`config.mk`:
```
export PLATFORM = sky130hd
export DESIGN_NAME = stc_queue
export DESIGN_NICKNAME = d
export VERILOG_FILES = /design/src/hw/rtl/stc_pkg.sv /design/src/hw/rtl/stc_queue.sv
export SDC_FILE = /design/constraint.sdc
export NUM_CORES = 1
export LEC_CHECK = 0
export ABC_AREA = 1
export BUFFER_PORTS_ARGS = -buffer_cell sky130_fd_sc_hd__buf_4
export CAP_MARGIN = 25
export CORE_AREA = 4 4 311 313
export CTS_CLUSTER_SIZE = 30
export DETAILED_ROUTE_END_ITERATION = 10
export DIE_AREA = 0 0 315 317
export RECOVER_POWER = 25
export SLEW_MARGIN = 15
export SYNTH_ARGS = -nofsm -noshare
export SYNTH_HDL_FRONTEND = slang
export SYNTH_SLANG_ARGS = --single-unit
```
`constraint.sdc`:
```
create_clock -name clk_i -period 29.8 [get_ports clk_i]
set_input_delay 4.47 -clock clk_i [delete_from_list [all_inputs] [get_ports clk_i]]
set_output_delay 4.47 -clock clk_i [all_outputs]
set_load 0.01 [all_outputs]
```
`src/hw/rtl/stc_pkg.sv`:
```
`timescale 1ns / 1ps
`default_nettype none
package stc_pkg;

  localparam int VEC_FRAC_BITS = 14;
  localparam int VW    = 16;
  localparam int TW    = 15;
  localparam int PW    = 24;
  localparam int RADW  = 16;
  localparam int RADF  = 8;
  localparam logic [RADW-1:0] RAD_RESET = RADW'(256);

  // normalizer widths
  localparam int SW    = VW + 1;
  localparam int AW    = SW;
  localparam int QW    = 2 * AW;
  localparam int RW    = QW / 2;
  localparam int SQ_STEPS = QW / 2;
  localparam int QB    = VEC_FRAC_BITS + 1;
  localparam int NW    = AW + VEC_FRAC_BITS + 2;
  localparam int NSTEP_MAX = (SQ_STEPS > QB) ? SQ_STEPS : QB;
  localparam int CNTW  = $clog2(NSTEP_MAX + 1);
  localparam int VLIM  = ((1 << VEC_FRAC_BITS) < 32767) ? (1 << VEC_FRAC_BITS) : 32767;

  localparam int PM    = VW + RADW + 1;
  localparam int NVERT = 12;
  localparam int KW    = $clog2(NVERT);

  typedef struct packed {
    logic [2:0][VW-1:0] t;
    logic [1:0][TW-1:0] tc;
    logic [2:0][VW-1:0] n;
  } vert_t;

  typedef struct packed {
    logic [RADW-1:0] rad;
    vert_t [2:0]     c;
  } job_t;

  typedef struct packed {
    logic             last;
    vert_t            v;
    logic [2:0][PW-1:0] pos;
  } out_t;

  // source vertex of each emitted vertex: v0,v3,v5, v3,v1,v4, v4,v2,v5, v3,v4,v5
  function automatic logic [2:0] emit_idx(input logic [KW-1:0] k);
    logic [2:0] r;
    case (k)
      4'd0:  r = 3'd0;
      4'd1:  r = 3'd3;
      4'd2:  r = 3'd5;
      4'd3:  r = 3'd3;
      4'd4:  r = 3'd1;
      4'd5:  r = 3'd4;
      4'd6:  r = 3'd4;
      4'd7:  r = 3'd2;
      4'd8:  r = 3'd5;
      4'd9:  r = 3'd3;
      4'd10: r = 3'd4;
      4'd11: r = 3'd5;
      default: r = 3'd0;
    endcase
    return r;
  endfunction

endpackage
`default_nettype wire

```
`src/hw/rtl/stc_queue.sv`:
```
`timescale 1ns / 1ps
`default_nettype none
module stc_queue import stc_pkg::*; (
  input  wire logic clk_i,
  input  wire logic rst_ni,
  input  wire logic push_i,
  input  wire job_t job_i,
  output logic      full_o,
  output logic      valid_o,
  input  wire logic pop_i,
  output job_t      head_o
);

  job_t       mem [2];
  logic       wp_q, rp_q;
  logic [1:0] cnt_q;

  assign full_o  = (cnt_q == 2'd2);
  assign valid_o = (cnt_q != 2'd0);
  assign head_o  = mem[rp_q];

  always_ff @(posedge clk_i or negedge rst_ni) begin
    if (!rst_ni) begin
      wp_q  <= 1'b0;
      rp_q  <= 1'b0;
      cnt_q <= 2'd0;
    end else begin
      if (push_i) begin
        wp_q <= ~wp_q;
      end
      if (pop_i) begin
        rp_q <= ~rp_q;
      end
      case ({push_i, pop_i})
        2'b10:   cnt_q <= cnt_q + 2'd1;
        2'b01:   cnt_q <= cnt_q - 2'd1;
        default: cnt_q <= cnt_q;
      endcase
    end
  end

  always_ff @(posedge clk_i) begin
    if (push_i) begin
      mem[wp_q] <= job_i;
    end
  end

endmodule
`default_nettype wire

```
==> results of run 1 <==
-- flip-flops by register name, summed over array words and instances (netlist names) --
| name | flops |
|---|---|
| mem | 788 |
| cnt_q | 2 |
| rp_q | 1 |
| wp_q | 1 |
-- cells by family after synthesis --
logic type	Yosys count	synth area share, %
adder cells (fa/ha/maj)	1	0.04249
XOR/XNOR	3	0.08927
flip-flops	792	80.72
buffers and inverters	488	7.289
AO/OA/AOI/OAI	394	6.698
AND/OR/NAND/NOR	404	5.164
-- layout by cell type (no fill, tap or decap) --
cell	instances
edfxtp_1	788
buf_4	546
nand2_1	400
inv_1	399
o21ai_1	275
clkbuf_4	218
o21ai_0	119
clkbuf_16	85
clkbuf_1	55
clkinv_1	19
diode_2	10
clkinv_2	9
bufinv_16	5
clkinv_8	4
clkinvlp_4	3
dfrtp_1	3
buf_16	3
buf_12	3
inv_8	2
xor2_1	2
clkinv_4	2
nor2_1	1
nor2_4	1
xnor2_1	1
nand3_1	1
nand4_1	1
ha_1	1
inv_6	1
dfrtp_4	1
-- power by group through the flow --
stage / combinational [mW] / sequential (mW) / clock, mW
floorplan: 0.635 / 1.66 / 0
global placement: 1.24 / 1.56 / 0
detailed placement: 1.25 / 1.56 / 0
CTS: 1.25 / 1.54 / 1.01
global route: 1.34 / 1.55 / 1.06
finish: 1.22 / 1.54 / 0.978
-- final timing paths --
path / endpoint
setup reg to reg: mem[1][321]$_DFFE_PP_
hold / removal: cnt_q[1]$_DFFE_PN0P_
max in group asynchronous: rp_q$_DFFE_PN0P_
min in group asynchronous: rp_q$_DFFE_PN0P_
hold reg to reg: cnt_q[1]$_DFFE_PN0P_
setup / recovery: head_o[278]
-- critical path: stages, from the launching register on --
cell and delay [ns]:
dfrtp_4 0.87, buf_4 0.38, buf_16 0.33, buf_4 0.69, buf_12 0.54, nand2_1 0.12
o21ai_1 0.17, buf_4 0.17
-- per-stage QoR --
stage	setup slack, ns	total power [mW]	instance area [um2]	hold slack (ns)	cells
after global routing	20.54	3.962	39020	0.5383	4221
after CTS	20.61	3.802	39100	0.4891	4211
after floorplan	7.617	2.297	29440	0.4417	2082
final	20.94	3.738	39020	0.4858	4223
after detailed placement	21.35	2.809	36520	0.4741	4067
after global placement	21.38	2.795	36490	0.4677	4066
-- final cells by class --
type                    count  area share, %
flip-flops and latches    792          60.90
repair buffers            810          15.45
multi-input cells         802          9.067
clock buffers             100          5.595
well taps                1265          4.056
inverters                 400          3.867
clock inverters            44          1.004
diodes                     10        0.06412
-- routing by layer --
layer	track usage (%)	routed length (um)	share of wire, %
met1	13.79	24190	34
met5	0	57	0.080
met3	5.728	7392	10
met4	6.796	2587	3.6
met2	24.37	37310	52
==> flow_metrics.py, run 1 <==
metrics = {
    "status": {
        "status": "finished, final reports clean",
    },
    "placed_design": {
        "port_buffers": 793,
        "gp_routability_congestion": 0.7691,
        "hpwl_mm": 49.46,
    },
    "worst_hold_path": {
        "holdCritStartpoint": "cnt_q[1]$_DFFE_PN0P_",
        "hold_path.class": "reg -> reg",
        "min_path_cells": 2,
    },
    "power": {
        "switchingPower_mw": 1.203,
        "netSwitchingFraction_pct": 32.18,
        "ir_drop_mv": 0.06539,
        "p_comb_share_pct": 32.7,
        "power_frac_seq_pct": 41.1,
        "power.internal_mw": 2.535,
        "p_per_area_nw_per_um2": 95.79,
        "p_leak_nw": 16.03,
        "pwr-share-clk_pct": 26.2,
    },
    "finish": {
        "register_area_um2": 23770,
        "drive_gt1_share_pct": 29.95,
        "fin_util_pct": 41.38,
        "fillerInstances": 8737,
        "nets": 3290,
        "synthToLayoutAreaGrowth_pct": 32.56,
        "multiInputGateArea_um2": 3538,
    },
    "global_routing": {
        "grt_pass1_vias": 17100,
        "grt_pass1_wl_mm": 102.5,
        "grt_start_max_net_pins": 232,
        "grt_usage_pct": 13.70,
        "overflow": 0,
        "antenna_found_initial": 14,
    },
    "timing": {
        "fmax_mhz": 112.9,
        "final_hold_viol_count": 0,
        "rsz0062_at_grt": "false",
        "tns_ns": 0,
        "slew_violations": 0,
        "clock_skew_ns": 0.01582,
        "setup-violations-final": 0,
        "period_minus_slack_ns": 8.861,
        "relSlewSlack_pct": 22.70,
        "period_share_pct": 29.74,
        "worst_pin_slew_ns": 1.160,
    },
    "clock_tree": {
        "clkSlewWorstSetupHoldPaths_ns": 0.06,
        "clk_latency_ns": 0.63,
        "ctsHoldBuffers": 0,
        "post-cts-setup-buffer-count": 0,
        "clock-sinks": 792,
        "cts_root_buffer": "clkbuf_16",
        "cts_tree": "built",
        "cts_max_level": 3,
        "clk_path_buf_depth": 3,
        "ctsResizeCount": 0,
        "cts_made_buffers": 85,
    },
    "worst_setup_path": {
        "cp_max_fo": 231,
        "crit_path_start": "rp_q$_DFFE_PN0P_",
        "endpoint_kind": "output port",
        "required_ns": 25.33,
        "critPathLaunchType": "flip-flop",
        "cp.arrival_ns": 4.39,
        "worst-r2r-setup-slack_ns": 25.85,
        "worstReg2RegStart": "wp_q$_DFFE_PN0P_",
        "r2r_cells": 5,
        "crit_type": "reg -> out",
    },
    "floorplan": {
        "die_w_um": 315,
        "fp-row-count": 113,
        "num_io_pins": 794,
        "start_util_pct": 31.22,
        "die_y_um": 317,
        "dieArea_um2": 99860,
        "core_area_um2": 94300,
    },
    "logic_synthesis": {
        "synth_cell_types": 17,
        "ys_warn_count": 0,
        "synth_top_area_cell": "edfxtp_1",
        "synth.yosys.seq_area_share_pct": 80.72,
        "syn_area_per_cell_um2": 14.14,
        "synthesis.instances": 2082,
        "syn_nets": 2481,
        "synthArstFlopShare_pct": 0.5051,
        "synth_area_um2": 29440,
        "ys_top_cells_by_area": "edfxtp_1 80%, inv_1 5.1%, nand2_1 5.1%",
        "ys_ff_latch": 792,
        "synthFlopType": "edfxtp_1",
        "yosysTopAreaCellShare_pct": 80.38,
        "synth_edf_count": 788,
        "yosysMostFrequentCell": "edfxtp_1",
        "synth_commonest_cells": "788 x edfxtp_1, 400 x inv_1, 400 x nand2_1",
    },
    "routing": {
        "drc": 0,
        "first_pass_iters": 4,
        "finalWirelength_mm": 71.54,
        "drt_iter0_drc": 1121,
        "num_vias": 17650,
        "vias_per_cell": 4.179,
        "wl_per_cell_um": 16.94,
        "postRouteAntennaNets": 0,
    },
    "run": {
        "maxCapViolations": 0,
    },
}
(Power assumes the default switching activity.)
==> run 2, diff against run 1 <==
Clock period 29.8 ns to 7.3 ns, I/O delays scaled along.
==> run 2 against run 1 <==
Die area is the same. Combinational power rose to 4.1 times the previous value. Final cell count up 0.26%. Worst hold slack worse by 0.20 ns. Critical path depth down 4. Sequential cell count stayed put. Clock skew about the same. Setup slack lost 18 ns. Non-clock buffer count unchanged. Core utilization rose by 0.069 points. Register-to-register slack lost 21 ns.
==> flow_metrics.py, run 2 (synthesis results as in run 1) <==
metrics = {
    "worst_setup_path": {
        "critPathLaunchType": "flip-flop",
        "cp.arrival_ns": 2.99,
        "crit_type": "reg -> out",
        "cp_max_fo": 204,
        "slowest_stage": "dfrtp_4",
        "endpoint_kind": "output port",
        "slowest_delay_ns": 1.01,
        "crit_chain": "buf_12 > o21ai_1 > buf_4",
        "required_ns": 6.20,
    },
    "clock_tree": {
        "cts_tree": "built",
        "clk_latency_ns": 0.64,
        "clk_path_buf_depth": 3,
        "cts_root_buffer": "clkbuf_16",
        "clkSlewWorstSetupHoldPaths_ns": 0.06,
        "cts_made_buffers": 85,
        "cts_max_level": 3,
        "ctsResizeCount": 0,
        "ctsHoldBuffers": 0,
        "clock-sinks": 792,
        "post-cts-setup-buffer-count": 0,
    },
    "floorplan": {
        "fp-row-count": 113,
        "dieArea_um2": 99860,
        "die_w_um": 315,
        "die_y_um": 317,
        "start_util_pct": 31.22,
        "num_io_pins": 794,
        "core_area_um2": 94300,
    },
    "routing": {
        "first_pass_iters": 5,
        "postRouteAntennaNets": 0,
        "wl_per_cell_um": 17.30,
        "top_layer": "met5",
        "met2_length_mm": 39.44,
        "vias_per_cell": 4.175,
        "m1WireLength_mm": 24.27,
        "drt_iter0_drc": 1018,
        "drc": 0,
        "wl_met3_mm": 6.867,
        "finalWirelength_mm": 73.25,
        "num_vias": 17680,
    },
    "finish": {
        "final_cell_mix": "788 x edfxtp_1, 546 x buf_4, 399 x nand2_1",
        "synthToLayoutAreaGrowth_pct": 32.78,
        "nets": 3290,
        "largest_reg_flops": 788,
        "drive_gt1_share_pct": 30.15,
        "fin_cells": 4234,
        "top_regs": "mem (788), cnt_q (2)",
        "regMostFlops": "mem",
        "layout_commonest_cell": "edfxtp_1",
    },
    "timing": {
        "clock_skew_ns": 0.01632,
        "final_hold_viol_count": 0,
        "setup-violations-final": 0,
        "period_minus_slack_ns": 4.087,
        "period_share_pct": 55.98,
        "worst_pin_slew_ns": 1.024,
        "relSlewSlack_pct": 31.75,
        "fmax_mhz": 244.7,
        "rsz0062_at_grt": "false",
        "slew_violations": 0,
    },
    "placed_design": {
        "hpwl_mm": 51.01,
        "port_buffers": 793,
        "gp_routability_congestion": 0.8121,
        "dp.cells": 4069,
    },
    "global_routing": {
        "overflow": 0,
        "antenna_found_initial": 20,
        "grt_start_max_net_pins": 205,
        "grt_pass1_vias": 17180,
        "grt_pass1_wl_mm": 103.7,
        "grt_usage_pct": 13.90,
    },
    "power": {
        "p_leak_nw": 16.06,
        "ir_drop_mv": 0.2255,
        "p_per_area_nw_per_um2": 390.7,
        "total_power_mw": 15.27,
    },
    "run": {
        "maxCapViolations": 0,
    },
    "worst_hold_path": {
        "hold_path.class": "in -> async",
    },
    "status": {
        "status": "finished, final reports clean",
    },
}
run 2: cell count changes in the layout (fill, tap and decap cells not counted), moves of 2 or more:
cell / before / now
clkbuf_4: 218 / 221
clkbuf_1: 55 / 51
diode_2: 10 / 14
clkinv_8: 4 / 2
clkbuf_16: 85 / 87
clkinv_2: 9 / 11
clkinv_1: 19 / 24
buf_16: 3 / 0
buf_12: 3 / 7
run 2: path summary, 6_finish.rpt:
| check | start | end | slack (ns) | depth (start not counted) |
|---|---|---|---|---|
| min in group clk_i | cnt_q[1]$_DFFE_PN0P_ | cnt_q[1]$_DFFE_PN0P_ | 0.48 | 2 |
| hold / removal | rst_ni | rp_q$_DFFE_PN0P_ | 0.29 | 1 |
| hold reg to reg | cnt_q[1]$_DFFE_PN0P_ | cnt_q[1]$_DFFE_PN0P_ | 0.48 | 2 |
| setup reg to reg | wp_q$_DFFE_PN0P_ | mem[0][134]$_DFFE_PP_ | 4.85 | 3 |
| setup / recovery | rp_q$_DFFE_PN0P_ | head_o[79] | 3.21 | 3 |
| max in group asynchronous | rst_ni | rp_q$_DFFE_PN0P_ | 6.80 | 1 |
run 2: worst max-delay path, delay by kind of cell, from the launching register on:
| family | cells | cell delay [ns] |
|---|---|---|
| AO/OA/AOI/OAI | 1 | 0.30 |
| buffers and inverters | 2 | 0.69 |
| flip-flops | 1 | 1.01 |
run 2: layer usage:
layer  vias to the layer above  track usage, %
met1                      8276           13.65
met2                       566           25.75
li1                       8693               -
met4                         8           5.683
met5                         -               0
met3                       134           5.793
run 2: area by class of cell:
class,count,area (um2)
inverter,400,1518
timing repair buffer,810,6033
clock inverter,49,366.6
tap,1265,1583
antenna,14,35.03
clock buffer,102,2233
multi-input combinational,802,3555
fill,8778,55210
sequential,792,23770
run 2: through the flow:
step / setup WS (ns) / cell area, um2 / TNS, ns / hold WS [ns] / util, %
floorplan: -0.1514 / 29480 / -78.15 / 0.4417 / -
detailed placement: 3.895 / 36590 / 0 / 0.4661 / 38.80
finish: 3.213 / 39090 / 0 / 0.2884 / 41.45
global placement: 3.890 / 36590 / 0 / 0.4619 / 38.80
global route: 3.000 / 39090 / 0 / 0.2488 / 41.45
CTS: 3.167 / 39190 / 0 / 0.1822 / 41.56
run 2: where the power goes:
part	internal (mW)	switching [mW]	leakage, nW
Clock	2.32	1.69	1.26
Combinational	1.99	2.98	7.35
Sequential	6.04	0.254	7.44
