--- src/hw/rtl/stc_pkg.sv ---
`timescale 1ns / 1ps
`default_nettype none
package stc_pkg;

  localparam int VEC_FRAC_BITS = 14;
  localparam int VW    = 16;
  localparam int TW    = 15;
  localparam int PW    = 24;
  localparam int RADW  = 16;
  localparam int RADF  = 8;
  localparam logic [RADW-1:0] RAD_RESET = RADW'(256);

  // normalizer widths
  localparam int SW    = VW + 1;
  localparam int AW    = SW;
  localparam int QW    = 2 * AW;
  localparam int RW    = QW / 2;
  localparam int SQ_STEPS = QW / 2;
  localparam int QB    = VEC_FRAC_BITS + 1;
  localparam int NW    = AW + VEC_FRAC_BITS + 2;
  localparam int NSTEP_MAX = (SQ_STEPS > QB) ? SQ_STEPS : QB;
  localparam int CNTW  = $clog2(NSTEP_MAX + 1);
  localparam int VLIM  = ((1 << VEC_FRAC_BITS) < 32767) ? (1 << VEC_FRAC_BITS) : 32767;

  localparam int PM    = VW + RADW + 1;
  localparam int NVERT = 12;
  localparam int KW    = $clog2(NVERT);

  typedef struct packed {
    logic [2:0][VW-1:0] t;
    logic [1:0][TW-1:0] tc;
    logic [2:0][VW-1:0] n;
  } vert_t;

  typedef struct packed {
    logic [RADW-1:0] rad;
    vert_t [2:0]     c;
  } job_t;

  typedef struct packed {
    logic             last;
    vert_t            v;
    logic [2:0][PW-1:0] pos;
  } out_t;

  // source vertex of each emitted vertex: v0,v3,v5, v3,v1,v4, v4,v2,v5, v3,v4,v5
  function automatic logic [2:0] emit_idx(input logic [KW-1:0] k);
    logic [2:0] r;
    case (k)
      4'd0:  r = 3'd0;
      4'd1:  r = 3'd3;
      4'd2:  r = 3'd5;
      4'd3:  r = 3'd3;
      4'd4:  r = 3'd1;
      4'd5:  r = 3'd4;
      4'd6:  r = 3'd4;
      4'd7:  r = 3'd2;
      4'd8:  r = 3'd5;
      4'd9:  r = 3'd3;
      4'd10: r = 3'd4;
      4'd11: r = 3'd5;
      default: r = 3'd0;
    endcase
    return r;
  endfunction

endpackage
`default_nettype wire

--- src/hw/rtl/stc_front.sv ---
`timescale 1ns / 1ps
`default_nettype none
module stc_front import stc_pkg::*; (
  input  wire logic            clk_i,
  input  wire logic            rst_ni,
  input  wire logic            in_valid_i,
  output logic                 in_ready_o,
  input  wire vert_t           in_vert_i,
  input  wire logic            cfg_we_i,
  input  wire logic [RADW-1:0] cfg_wdata_i,
  input  wire logic            full_i,
  output logic                 push_o,
  output job_t                 job_o
);

  logic [1:0]      cnt_q, cnt_d;
  logic [RADW-1:0] rad_q;
  vert_t           hold_q [2];
  logic            acc;

  assign in_ready_o = (cnt_q != 2'd2) || !full_i;
  assign acc        = in_valid_i && in_ready_o;
  assign push_o     = acc && (cnt_q == 2'd2);

  always_comb begin
    cnt_d = cnt_q;
    if (acc) begin
      cnt_d = (cnt_q == 2'd2) ? 2'd0 : cnt_q + 2'd1;
    end
  end

  always_comb begin
    job_o.c[0] = hold_q[0];
    job_o.c[1] = hold_q[1];
    job_o.c[2] = in_vert_i;
    job_o.rad  = rad_q;
  end

  always_ff @(posedge clk_i or negedge rst_ni) begin
    if (!rst_ni) begin
      cnt_q <= 2'd0;
      rad_q <= RAD_RESET;
    end else begin
      cnt_q <= cnt_d;
      if (cfg_we_i) begin
        rad_q <= cfg_wdata_i;
      end
    end
  end

  // hold the first two corners
  always_ff @(posedge clk_i) begin
    if (acc && (cnt_q != 2'd2)) begin
      hold_q[cnt_q[0]] <= in_vert_i;
    end
  end

endmodule
`default_nettype wire

--- config.mk ---
export PLATFORM = sky130hd
export DESIGN_NAME = stc_front
export DESIGN_NICKNAME = d
export VERILOG_FILES = /design/src/hw/rtl/stc_pkg.sv /design/src/hw/rtl/stc_front.sv
export SDC_FILE = /design/constraint.sdc
export NUM_CORES = 1
export LEC_CHECK = 0
export BUFFER_PORTS_ARGS = -buffer_cell sky130_fd_sc_hd__buf_2
export CORE_AREA = 2 2 212 214
export DETAILED_ROUTE_END_ITERATION = 6
export DIE_AREA = 0 0 214 216
export HOLD_SLACK_MARGIN = 0.1
export SLEW_MARGIN = 20
export SYNTH_ARGS = -nofsm -noshare
export SYNTH_HDL_FRONTEND = slang
export SYNTH_SLANG_ARGS = --single-unit
export TNS_END_PERCENT = 5
--- constraint.sdc ---
create_clock -name clk_i -period 18.4 [get_ports clk_i]
set_input_delay 3.68 -clock clk_i [delete_from_list [all_inputs] [get_ports clk_i]]
set_output_delay 3.68 -clock clk_i [all_outputs]
set_load 0.01 [all_outputs]
==> impl_metrics.ini, run 1 <==
[status]
status = finished, final reports clean

[worst_setup_path]
cpPeakStageDelay_ns = 0.26
crit_chain = buf_2 > inv_1 > nor4b_1 > buf_2
worstSetupEndpointType = output pin
cpMostUsedCell = buf_2
cp.arrival_ns = 4.30
slowest_stage = nor4b_1
required_ns = 14.72
path_max_fanout = 5
path_class = primary input to output pin
critPathLaunchType = primary input

[logic_synthesis]
ys_ff_latch = 270
synth_mux_area_share_pct = 2.35
synth.avg_cell_area_um2 = 21.9
syn_nets = 570
yosys.area_share.adder_pct = 0
synth_compound_area_share_pct = 0.202
synthXorXnorAreaFrac_pct = 0
ys_types = 17
yosys.area_share.simple_pct = 0.391
netlist_instances = 423
synth_area_um2 = 9270
yosysWarnings = 0
synth_top_family_by_area = buffers and inverters
ys_seq_area_share_pct = 86.5

[placement]
place_hpwl_mm = 17.1
gp_congestion = 0.800
port_buffers = 542

[timing]
holdWs_ns = 0.509
period_needed_ns = 7.98
min_period_over_period_pct = 43.4
rsz0062_at_grt = no
clock_skew_ns = 0.0113
worstMarginPinSlew_ns = 1.02
fin_setup_tns_ns = 0
setup_viol = 0
max_freq_ghz = 0.125
maxSlewViolCount = 0
relSlewSlack_pct = 32.0
hold_viol = 0

[cts]
cts_tree = done
clkSinkCount = 270
cts_max_path_buffers = 3
cts_resized = 0
path_clk_slew_ns = 0.06
clk_latency_ns = 0.55
holdBufCountCts = 0
root_buffer = clkbuf_16
numCtsBuffers = 28
htreeDepth = 1
cts_setup_buffers = 0

[floorplanning]
die_height_um = 216
die-area_um2 = 46200
io_pins = 543
die_w_um = 214
fp.coreArea_um2 = 43800
fp-row-count = 77
start_util_pct = 21.2

[grt]
track_usage_pct = 8.97
globalRoute.totalOverflow = 0
antenna_found_initial = 0
grt_pass1_wl_mm = 31.6
grt_max_degree = 70
grt_pass1_vias = 5011

[detailed_routing]
antenna_left = 0
routed_wl_mm = 22.7
route.met3.wl_mm = 2.04
num_vias = 5207
dr.first_iter.drc_count = 293
first_pass_iters = 4
wl_per_cell_um = 15.3
wl_met2_mm = 11.3
routed_via_density = 3.51
dr.max_layer_used = met4
drt-met1-wl_mm = 8.56
drcViolationCount = 0

[power_and_ir_drop]
p_per_area_nw_per_um2 = 133
leakage_nw = 5.31
ir_worst_vdd_mv = 0.115

[final_layout]
area_delta_synth_final_pct = 37.7
nFillCells = 4321
drive_gt1_share_pct = 67.9
n_antenna_cell = 0
final_nets = 1018

[run]
maxCapViolCount = 0

[min_path]
hp-class = flop to flop
[placed cells by master, fill, tap and decap left out]
cell / n
mux2_2: 6
clkinv_1: 6
nor4b_1: 1
nor3b_2: 1
clkinvlp_4: 2
a21o_1: 1
bufinv_16: 6
edfxtp_1: 252
nand2b_1: 1
and2_4: 1
nand3b_1: 1
a21oi_1: 1
inv_1: 1
buf_2: 542
clkbuf_16: 29
dfstp_2: 1
clkbuf_1: 5
mux2_4: 10
dfrtp_1: 17
clkinv_2: 3
buf_4: 4
inv_6: 1
a31oi_1: 1
[worst paths after layout]
kind / start / to / slack [ns] / depth (start not counted)
worst max-delay path: in_valid_i / push_o / 10.42 / 4
worst min-delay path: rad_q[2] / rad_q[2] / 0.51 / 1
worst max register to register: cnt_q[0] / hold_q[1][95] / 15.89 / 2
min in group asynchronous: rst_ni / cnt_q[0] / 3.07 / 1
max in group asynchronous: rst_ni / rad_q[8] / 15.00 / 1
worst min register to register: rad_q[2] / rad_q[2] / 0.51 / 1
[worst max-delay path, delay by kind of cell]
kind          cells  cell delay, ns
buf+inv           3            0.37
simple gates      1            0.26
[report_power, final]
part	internal (mW)	total [mW]	switching, mW
Sequential	0.806	0.832	0.0268
Combinational	0.0906	0.272	0.181
Clock	0.371	0.597	0.226
Total	1.27	1.70	0.434
[logic make-up after synthesis]
logic type | count (synthesis)
AOI/OAI and AO/OA | 3
and+or+nand+nor | 5
buffers and inverters | 129
DFF | 270
muxes | 16
[synth_stat cells]
master | number | area share [%]
buf_6 | 1 | 0.12
a21o_1 | 1 | 0.081
inv_1 | 1 | 0.040
nand2b_1 | 1 | 0.068
dfrtp_1 | 17 | 4.6
nand3b_1 | 1 | 0.081
edfxtp_1 | 252 | 82
nor3b_1 | 1 | 0.081
a21oi_1 | 1 | 0.054
nor4b_1 | 1 | 0.094
a31oi_1 | 1 | 0.068
dfstp_2 | 1 | 0.28
buf_4 | 126 | 10
mux2_4 | 10 | 1.6
buf_12 | 1 | 0.22
and2_1 | 1 | 0.068
mux2_2 | 6 | 0.73
[routing by layer]
metal | vias up | GRT usage [%]
li1 | 2354 | -
met1 | 2498 | 10.2
met2 | 313 | 15.4
met3 | 42 | 3.26
met4 | 0 | 3.50
met5 | - | 0
[metrics by stage]
| stage | power [mW] | utilization [%] | instance area (um2) | std cells | worst slack (ns) |
|---|---|---|---|---|---|
| CTS | 1.73 | 29.1 | 12800 | 1485 | 10.43 |
| global placement | 1.12 | 26.9 | 11800 | 1433 | 10.38 |
| floorplan | 1.01 | - | 9270 | 423 | 4.86 |
| finish | 1.70 | 29.1 | 12800 | 1485 | 10.42 |
| detailed placement | 1.12 | 26.9 | 11800 | 1433 | 10.43 |
| global route | 1.77 | 29.1 | 12800 | 1485 | 10.30 |
[state kept, by name, summed over array words and instances, names as in the netlist]
signal  flops
cnt_q       2
rad_q      16
hold_q    252
[cell type report]
cell class,count,area [um2],area share [%]
Clock inverter,18,241,1.89
Timing Repair Buffer,546,2740,21.5
Inverter,1,3.75,0.0294
Clock buffer,34,744,5.83
Sequential cell,270,8020,62.8
Tap cell,592,741,5.80
Multi-Input combinational cell,24,280,2.19
(Power assumes the default switching activity.)
==> run 2: changes to the inputs <==
--- a/config.mk
+++ b/config.mk
@@ -5,10 +5,11 @@
 export SDC_FILE = /design/constraint.sdc
 export NUM_CORES = 1
 export LEC_CHECK = 0
+export ABC_AREA = 1
 export BUFFER_PORTS_ARGS = -buffer_cell sky130_fd_sc_hd__buf_2
-export CORE_AREA = 2 2 212 214
+export CORE_AREA = 2 2 211 213
 export DETAILED_ROUTE_END_ITERATION = 6
-export DIE_AREA = 0 0 214 216
+export DIE_AREA = 0 0 213 215
 export HOLD_SLACK_MARGIN = 0.1
 export SLEW_MARGIN = 20
 export SYNTH_ARGS = -nofsm -noshare
==> constraint.sdc (replaced) <==
create_clock -name clk_i -period 7 [get_ports clk_i]
set_input_delay 1.4 -clock clk_i [delete_from_list [all_inputs] [get_ports clk_i]]
set_output_delay 1.4 -clock clk_i [all_outputs]
set_load 0.01 [all_outputs]
==> impl_metrics.ini, run 2 <==
[cts]
clk_latency_ns = 0.54
path_clk_slew_ns = 0.06
cts_max_path_buffers = 3
htreeDepth = 1
holdBufCountCts = 0
cts_tree = done
cts_resized = 0
numCtsBuffers = 28
cts_setup_buffers = 0
clkSinkCount = 270
root_buffer = clkbuf_16

[timing]
rsz0062_at_grt = no
hold_viol = 0
final.setup.worst_slack_ns = 3.68
clock_skew_ns = 0.00882
worstMarginPinSlew_ns = 0.917
maxSlewViolCount = 0
setup_viol = 0
min_period_over_period_pct = 47.4
holdWs_ns = 0.470
period_needed_ns = 3.32
relSlewSlack_pct = 38.8
max_freq_ghz = 0.302
fin_setup_tns_ns = 0

[floorplanning]
start_util_pct = 21.2
io_pins = 543
die_height_um = 215
fp.coreArea_um2 = 43600
die_w_um = 213
die-area_um2 = 45800
fp-row-count = 77

[logic_synthesis]
ys_ff_latch = 270
yosysMostFrequentCell = edfxtp_1
synthFlopType = edfxtp_1
netlist_top_cells_count = 252 x edfxtp_1, 126 x buf_4, 20 x nand2_1
synth_area_um2 = 9270
netlist_instances = 460
yosys.area.top_type = edfxtp_1
ys_seq_area_share_pct = 86.5
syn_nets = 607
synthArstFlopShare_pct = 6.67
synth_area_leaders = edfxtp_1 82%, buf_4 10%, dfrtp_1 4.6%
synth.avg_cell_area_um2 = 20.1
yosysWarnings = 0
synth_top_area_share_pct = 81.6
synth-edff-count = 252
ys_types = 13

[final_layout]
finalNonFillerCells = 1514
regArea_um2 = 8020
final_nets = 1053
final_cell_mix = 542 x buf_2, 252 x edfxtp_1, 29 x clkbuf_16
layout_commonest_cell = buf_2
drive_gt1_share_pct = 64.2
largest_register_ffs = 252
nFillCells = 4404
n_antenna_cell = 0
multi_input_area_um2 = 206
area_delta_synth_final_pct = 37.2

[worst_setup_path]
rr_endpoint = hold_q[0][4]
crit_chain = buf_2 > nand3_2 > nand2_1 > nor2_1 > buf_2
cp.arrival_ns = 1.92
cpMostUsedCell = buf_2
r2r_slack_ns = 4.50
cpPeakStageDelay_ns = 0.13
worstSetupEndpointType = output pin
crit_end = push_o
slowest_stage = buf_2
path_max_fanout = 3
reg2reg_depth = 4
critPathLaunchType = primary input
reg2reg_from = cnt_q[0]
required_ns = 5.60
path_class = primary input to output pin
crit_start = full_i

[power_and_ir_drop]
ir_worst_vdd_mv = 0.236
p_total_mw = 4.54
p_per_area_nw_per_um2 = 357
leakage_nw = 5.34

[grt]
grt_max_degree = 69
track_usage_pct = 9.50
antenna_found_initial = 2
globalRoute.totalOverflow = 0
grt_pass1_vias = 5181
grt_pass1_wl_mm = 32.7

[detailed_routing]
first_pass_iters = 4
dr.first_iter.drc_count = 264
drcViolationCount = 0
routed_wl_mm = 23.7
wl_per_cell_um = 15.7
routed_via_density = 3.58
num_vias = 5421
antenna_left = 0

[placement]
place_hpwl_mm = 17.7
post-place-cells = 1468
gp_congestion = 0.776
place_ws_ns = 3.41
port_buffers = 542

[status]
status = finished, final reports clean

[run]
maxCapViolCount = 0

[min_path]
hp-class = flop to flop
run 2: power breakdown:
| part | switching [mW] | leakage (nW) | total, mW | internal (mW) |
|---|---|---|---|---|
| logic | 0.530 | 2.32 | 0.776 | 0.246 |
| registers | 0.0795 | 2.56 | 2.24 | 2.16 |
| clock network | 0.593 | 0.454 | 1.52 | 0.928 |
run 2: worst min path at each step:
stage / slack, ns / to / from / cells past startpoint
floorplan: 0.47 / rad_q[8] / rad_q[8] / 2
detailed placement: 0.47 / rad_q[8] / rad_q[8] / 2
global placement: 0.46 / rad_q[8] / rad_q[8] / 2
CTS: 0.47 / rad_q[8] / rad_q[8] / 2
finish: 0.47 / rad_q[8] / rad_q[8] / 2
global route: 0.51 / rad_q[8] / rad_q[8] / 2
run 2: per-layer routing:
| metal | track usage (%) | vias up | share of wire (%) |
|---|---|---|---|
| met5 | 0 | - | 0.067 |
| met4 | 3.29 | 2 | 2.5 |
| met3 | 2.12 | 43 | 7.8 |
| met2 | 16.3 | 306 | 49 |
| met1 | 11.7 | 2635 | 40 |
| li1 | - | 2435 | - |
run 2: kinds of logic (layout without fill, tap and decap cells):
logic type	after synthesis	after routing	share of synthesized area [%]
AO/OA/AOI/OAI	17	17	1.04
buffers and inverters	148	610	11.3
flip-flops	270	270	86.5
AND/OR/NAND/NOR	25	25	1.11
run 2: stage by stage:
stage | utilization, % | cell area (um2)
after floorplan | - | 9270
after global placement | 27.0 | 11800
after detailed placement | 27.0 | 11800
after CTS | 29.1 | 12700
after global routing | 29.1 | 12700
final | 29.1 | 12700
run 2: critical path: cells and delay by family:
kind,cells,cell delay [ns]
and+or+nand+nor,3,0.28
buffers and inverters,2,0.23
run 2: cell type report:
class                      count  share of cell area [%]
tap                          592                    5.83
inverter                      19                   0.600
clock inverter                15                    1.60
timing repair buffer         545                    21.5
sequential                   270                    63.1
clock buffer                  31                    5.77
multi-input combinational     42                    1.62
==> run 3: changes to the inputs <==
==> constraint.sdc (replaced) <==
create_clock -name clk_i -period 2.75 [get_ports clk_i]
set_input_delay 0.55 -clock clk_i [delete_from_list [all_inputs] [get_ports clk_i]]
set_output_delay 0.55 -clock clk_i [all_outputs]
set_load 0.01 [all_outputs]
==> impl_metrics.ini, run 3 (synthesized netlist as in run 2, its figures left out) <==
[power_and_ir_drop]
p_total_mw = 11.2
p_per_area_nw_per_um2 = 877
ir_worst_vdd_mv = 0.617
leakage_nw = 5.36

[worst_setup_path]
path_class = flop to output pin
rr_endpoint = hold_q[1][40]
required_ns = 2.20
cp.arrival_ns = 1.42
reg2reg_depth = 5
path_max_fanout = 4
critPathLaunchType = flop
crit_end = push_o
reg2reg_from = cnt_q[1]
r2r_slack_ns = 1.09
worstSetupEndpointType = output pin
crit_start = cnt_q[1]

[final_layout]
largest_register_ffs = 252
stdcell_area_um2 = 12800
layout_commonest_cell = buf_2
area_delta_synth_final_pct = 38.1
regArea_um2 = 8020
n_antenna_cell = 0
multi_input_area_um2 = 221
finalNonFillerCells = 1527
nFillCells = 4371
final_nets = 1063
final_cell_mix = 542 x buf_2, 252 x edfxtp_1, 27 x clkbuf_16
drive_gt1_share_pct = 64.1

[detailed_routing]
dr.first_iter.drc_count = 240
routed_via_density = 3.51
num_vias = 5356
antenna_left = 0
routed_wl_mm = 22.7
wl_per_cell_um = 14.9
first_pass_iters = 4
drcViolationCount = 0

[cts]
htreeDepth = 1
clkSinkCount = 270
cts_tree = done
cts_resized = 0
clk_latency_ns = 0.53
root_buffer = clkbuf_16
path_clk_slew_ns = 0.06
numCtsBuffers = 27
cts_max_path_buffers = 3

[timing]
clock_skew_ns = 0.0138
holdWs_ns = 0.217
rsz0062_at_grt = no
worstMarginPinSlew_ns = 0.521
period_needed_ns = 1.97
relSlewSlack_pct = 65.2
min_period_over_period_pct = 71.6
maxSlewViolCount = 0
setup_viol = 0
max_freq_ghz = 0.508
hold_viol = 0
fin_setup_tns_ns = 0

[floorplanning]
die_height_um = 215
io_pins = 543
die_w_um = 213
die-area_um2 = 45800
fp.coreArea_um2 = 43600
start_util_pct = 21.2
fp-row-count = 77

[grt]
grt_pass1_vias = 5064
track_usage_pct = 9.05
antenna_found_initial = 3
grt_pass1_wl_mm = 31.1
grt_max_degree = 62
globalRoute.totalOverflow = 0

[min_path]
hp-class = primary input to flop
worstHoldStart = in_vert_i[87]

[placement]
port_buffers = 542
gp_congestion = 0.775
dpl_cell_area_um2 = 12000
post-place-cells = 1478
place_hpwl_mm = 17.7

[status]
status = finished, final reports clean

[run]
maxCapViolCount = 0
## run 3: changes by cell type in the layout (fill, tap and decap cells not counted), moves of 2 or more
cell,previous run,this run
clkbuf_1,2,5
buf_4,3,5
clkbuf_16,29,27
buf_12,0,8
bufinv_16,5,2
clkinvlp_4,1,3
clkinv_1,5,8
## run 3: where the power goes
part,leakage [nW],internal [mW],switching [mW]
Combinational,2.40,0.778,1.37
Sequential,2.56,5.48,0.203
Clock,0.396,1.98,1.42
## run 3: area by class of cell
| type | instances | area share (%) |
|---|---|---|
| timing repair buffer | 556 | 22.8 |
| multi-input combinational | 42 | 1.73 |
| clock buffer | 32 | 5.43 |
| clock inverter | 16 | 1.01 |
| sequential | 270 | 62.6 |
| inverter | 19 | 0.587 |
| tap | 592 | 5.79 |
## run 3: through the flow
step	utilization [%]	setup slack, ns
5_1_grt	29.3	0.690
4_1_cts	29.3	0.719
2_1_floorplan	-	-0.246
3_5_place_dp	27.4	0.840
6_report	29.3	0.781
3_3_place_gp	27.4	0.880
## run 3: repair_timing
item / CTS / global route
setup buffers: 0 / 0
endpoints found under the setup margin: 0 / 0
hold buffers: 1 / 0
hold endpoints to repair: 17 / 0
## run 3: how the worst min path moves through the flow
| stage | slack, ns | cells after the start | end |
|---|---|---|---|
| floorplan | 0.25 | 0 | cnt_q[0] |
| global placement | 0.46 | 2 | rad_q[8] |
| detailed placement | 0.47 | 2 | rad_q[8] |
| CTS | 0.18 | 3 | rad_q[0] |
| global route | 0.18 | 1 | hold_q[0][56] |
| finish | 0.22 | 1 | hold_q[0][87] |
## run 3: worst max-delay path: stages (launching register included)
cell	delay [ns]
dfrtp_1	0.42
nand3_4	0.11
nand2_4	0.07
nor2_1	0.14
buf_2	0.16
## run 3: layer usage
layer	track usage, %	share of wire [%]
met3	2.21	8.9
met2	16.0	50
met1	10.8	39
met5	0	0
met4	2.73	2.0
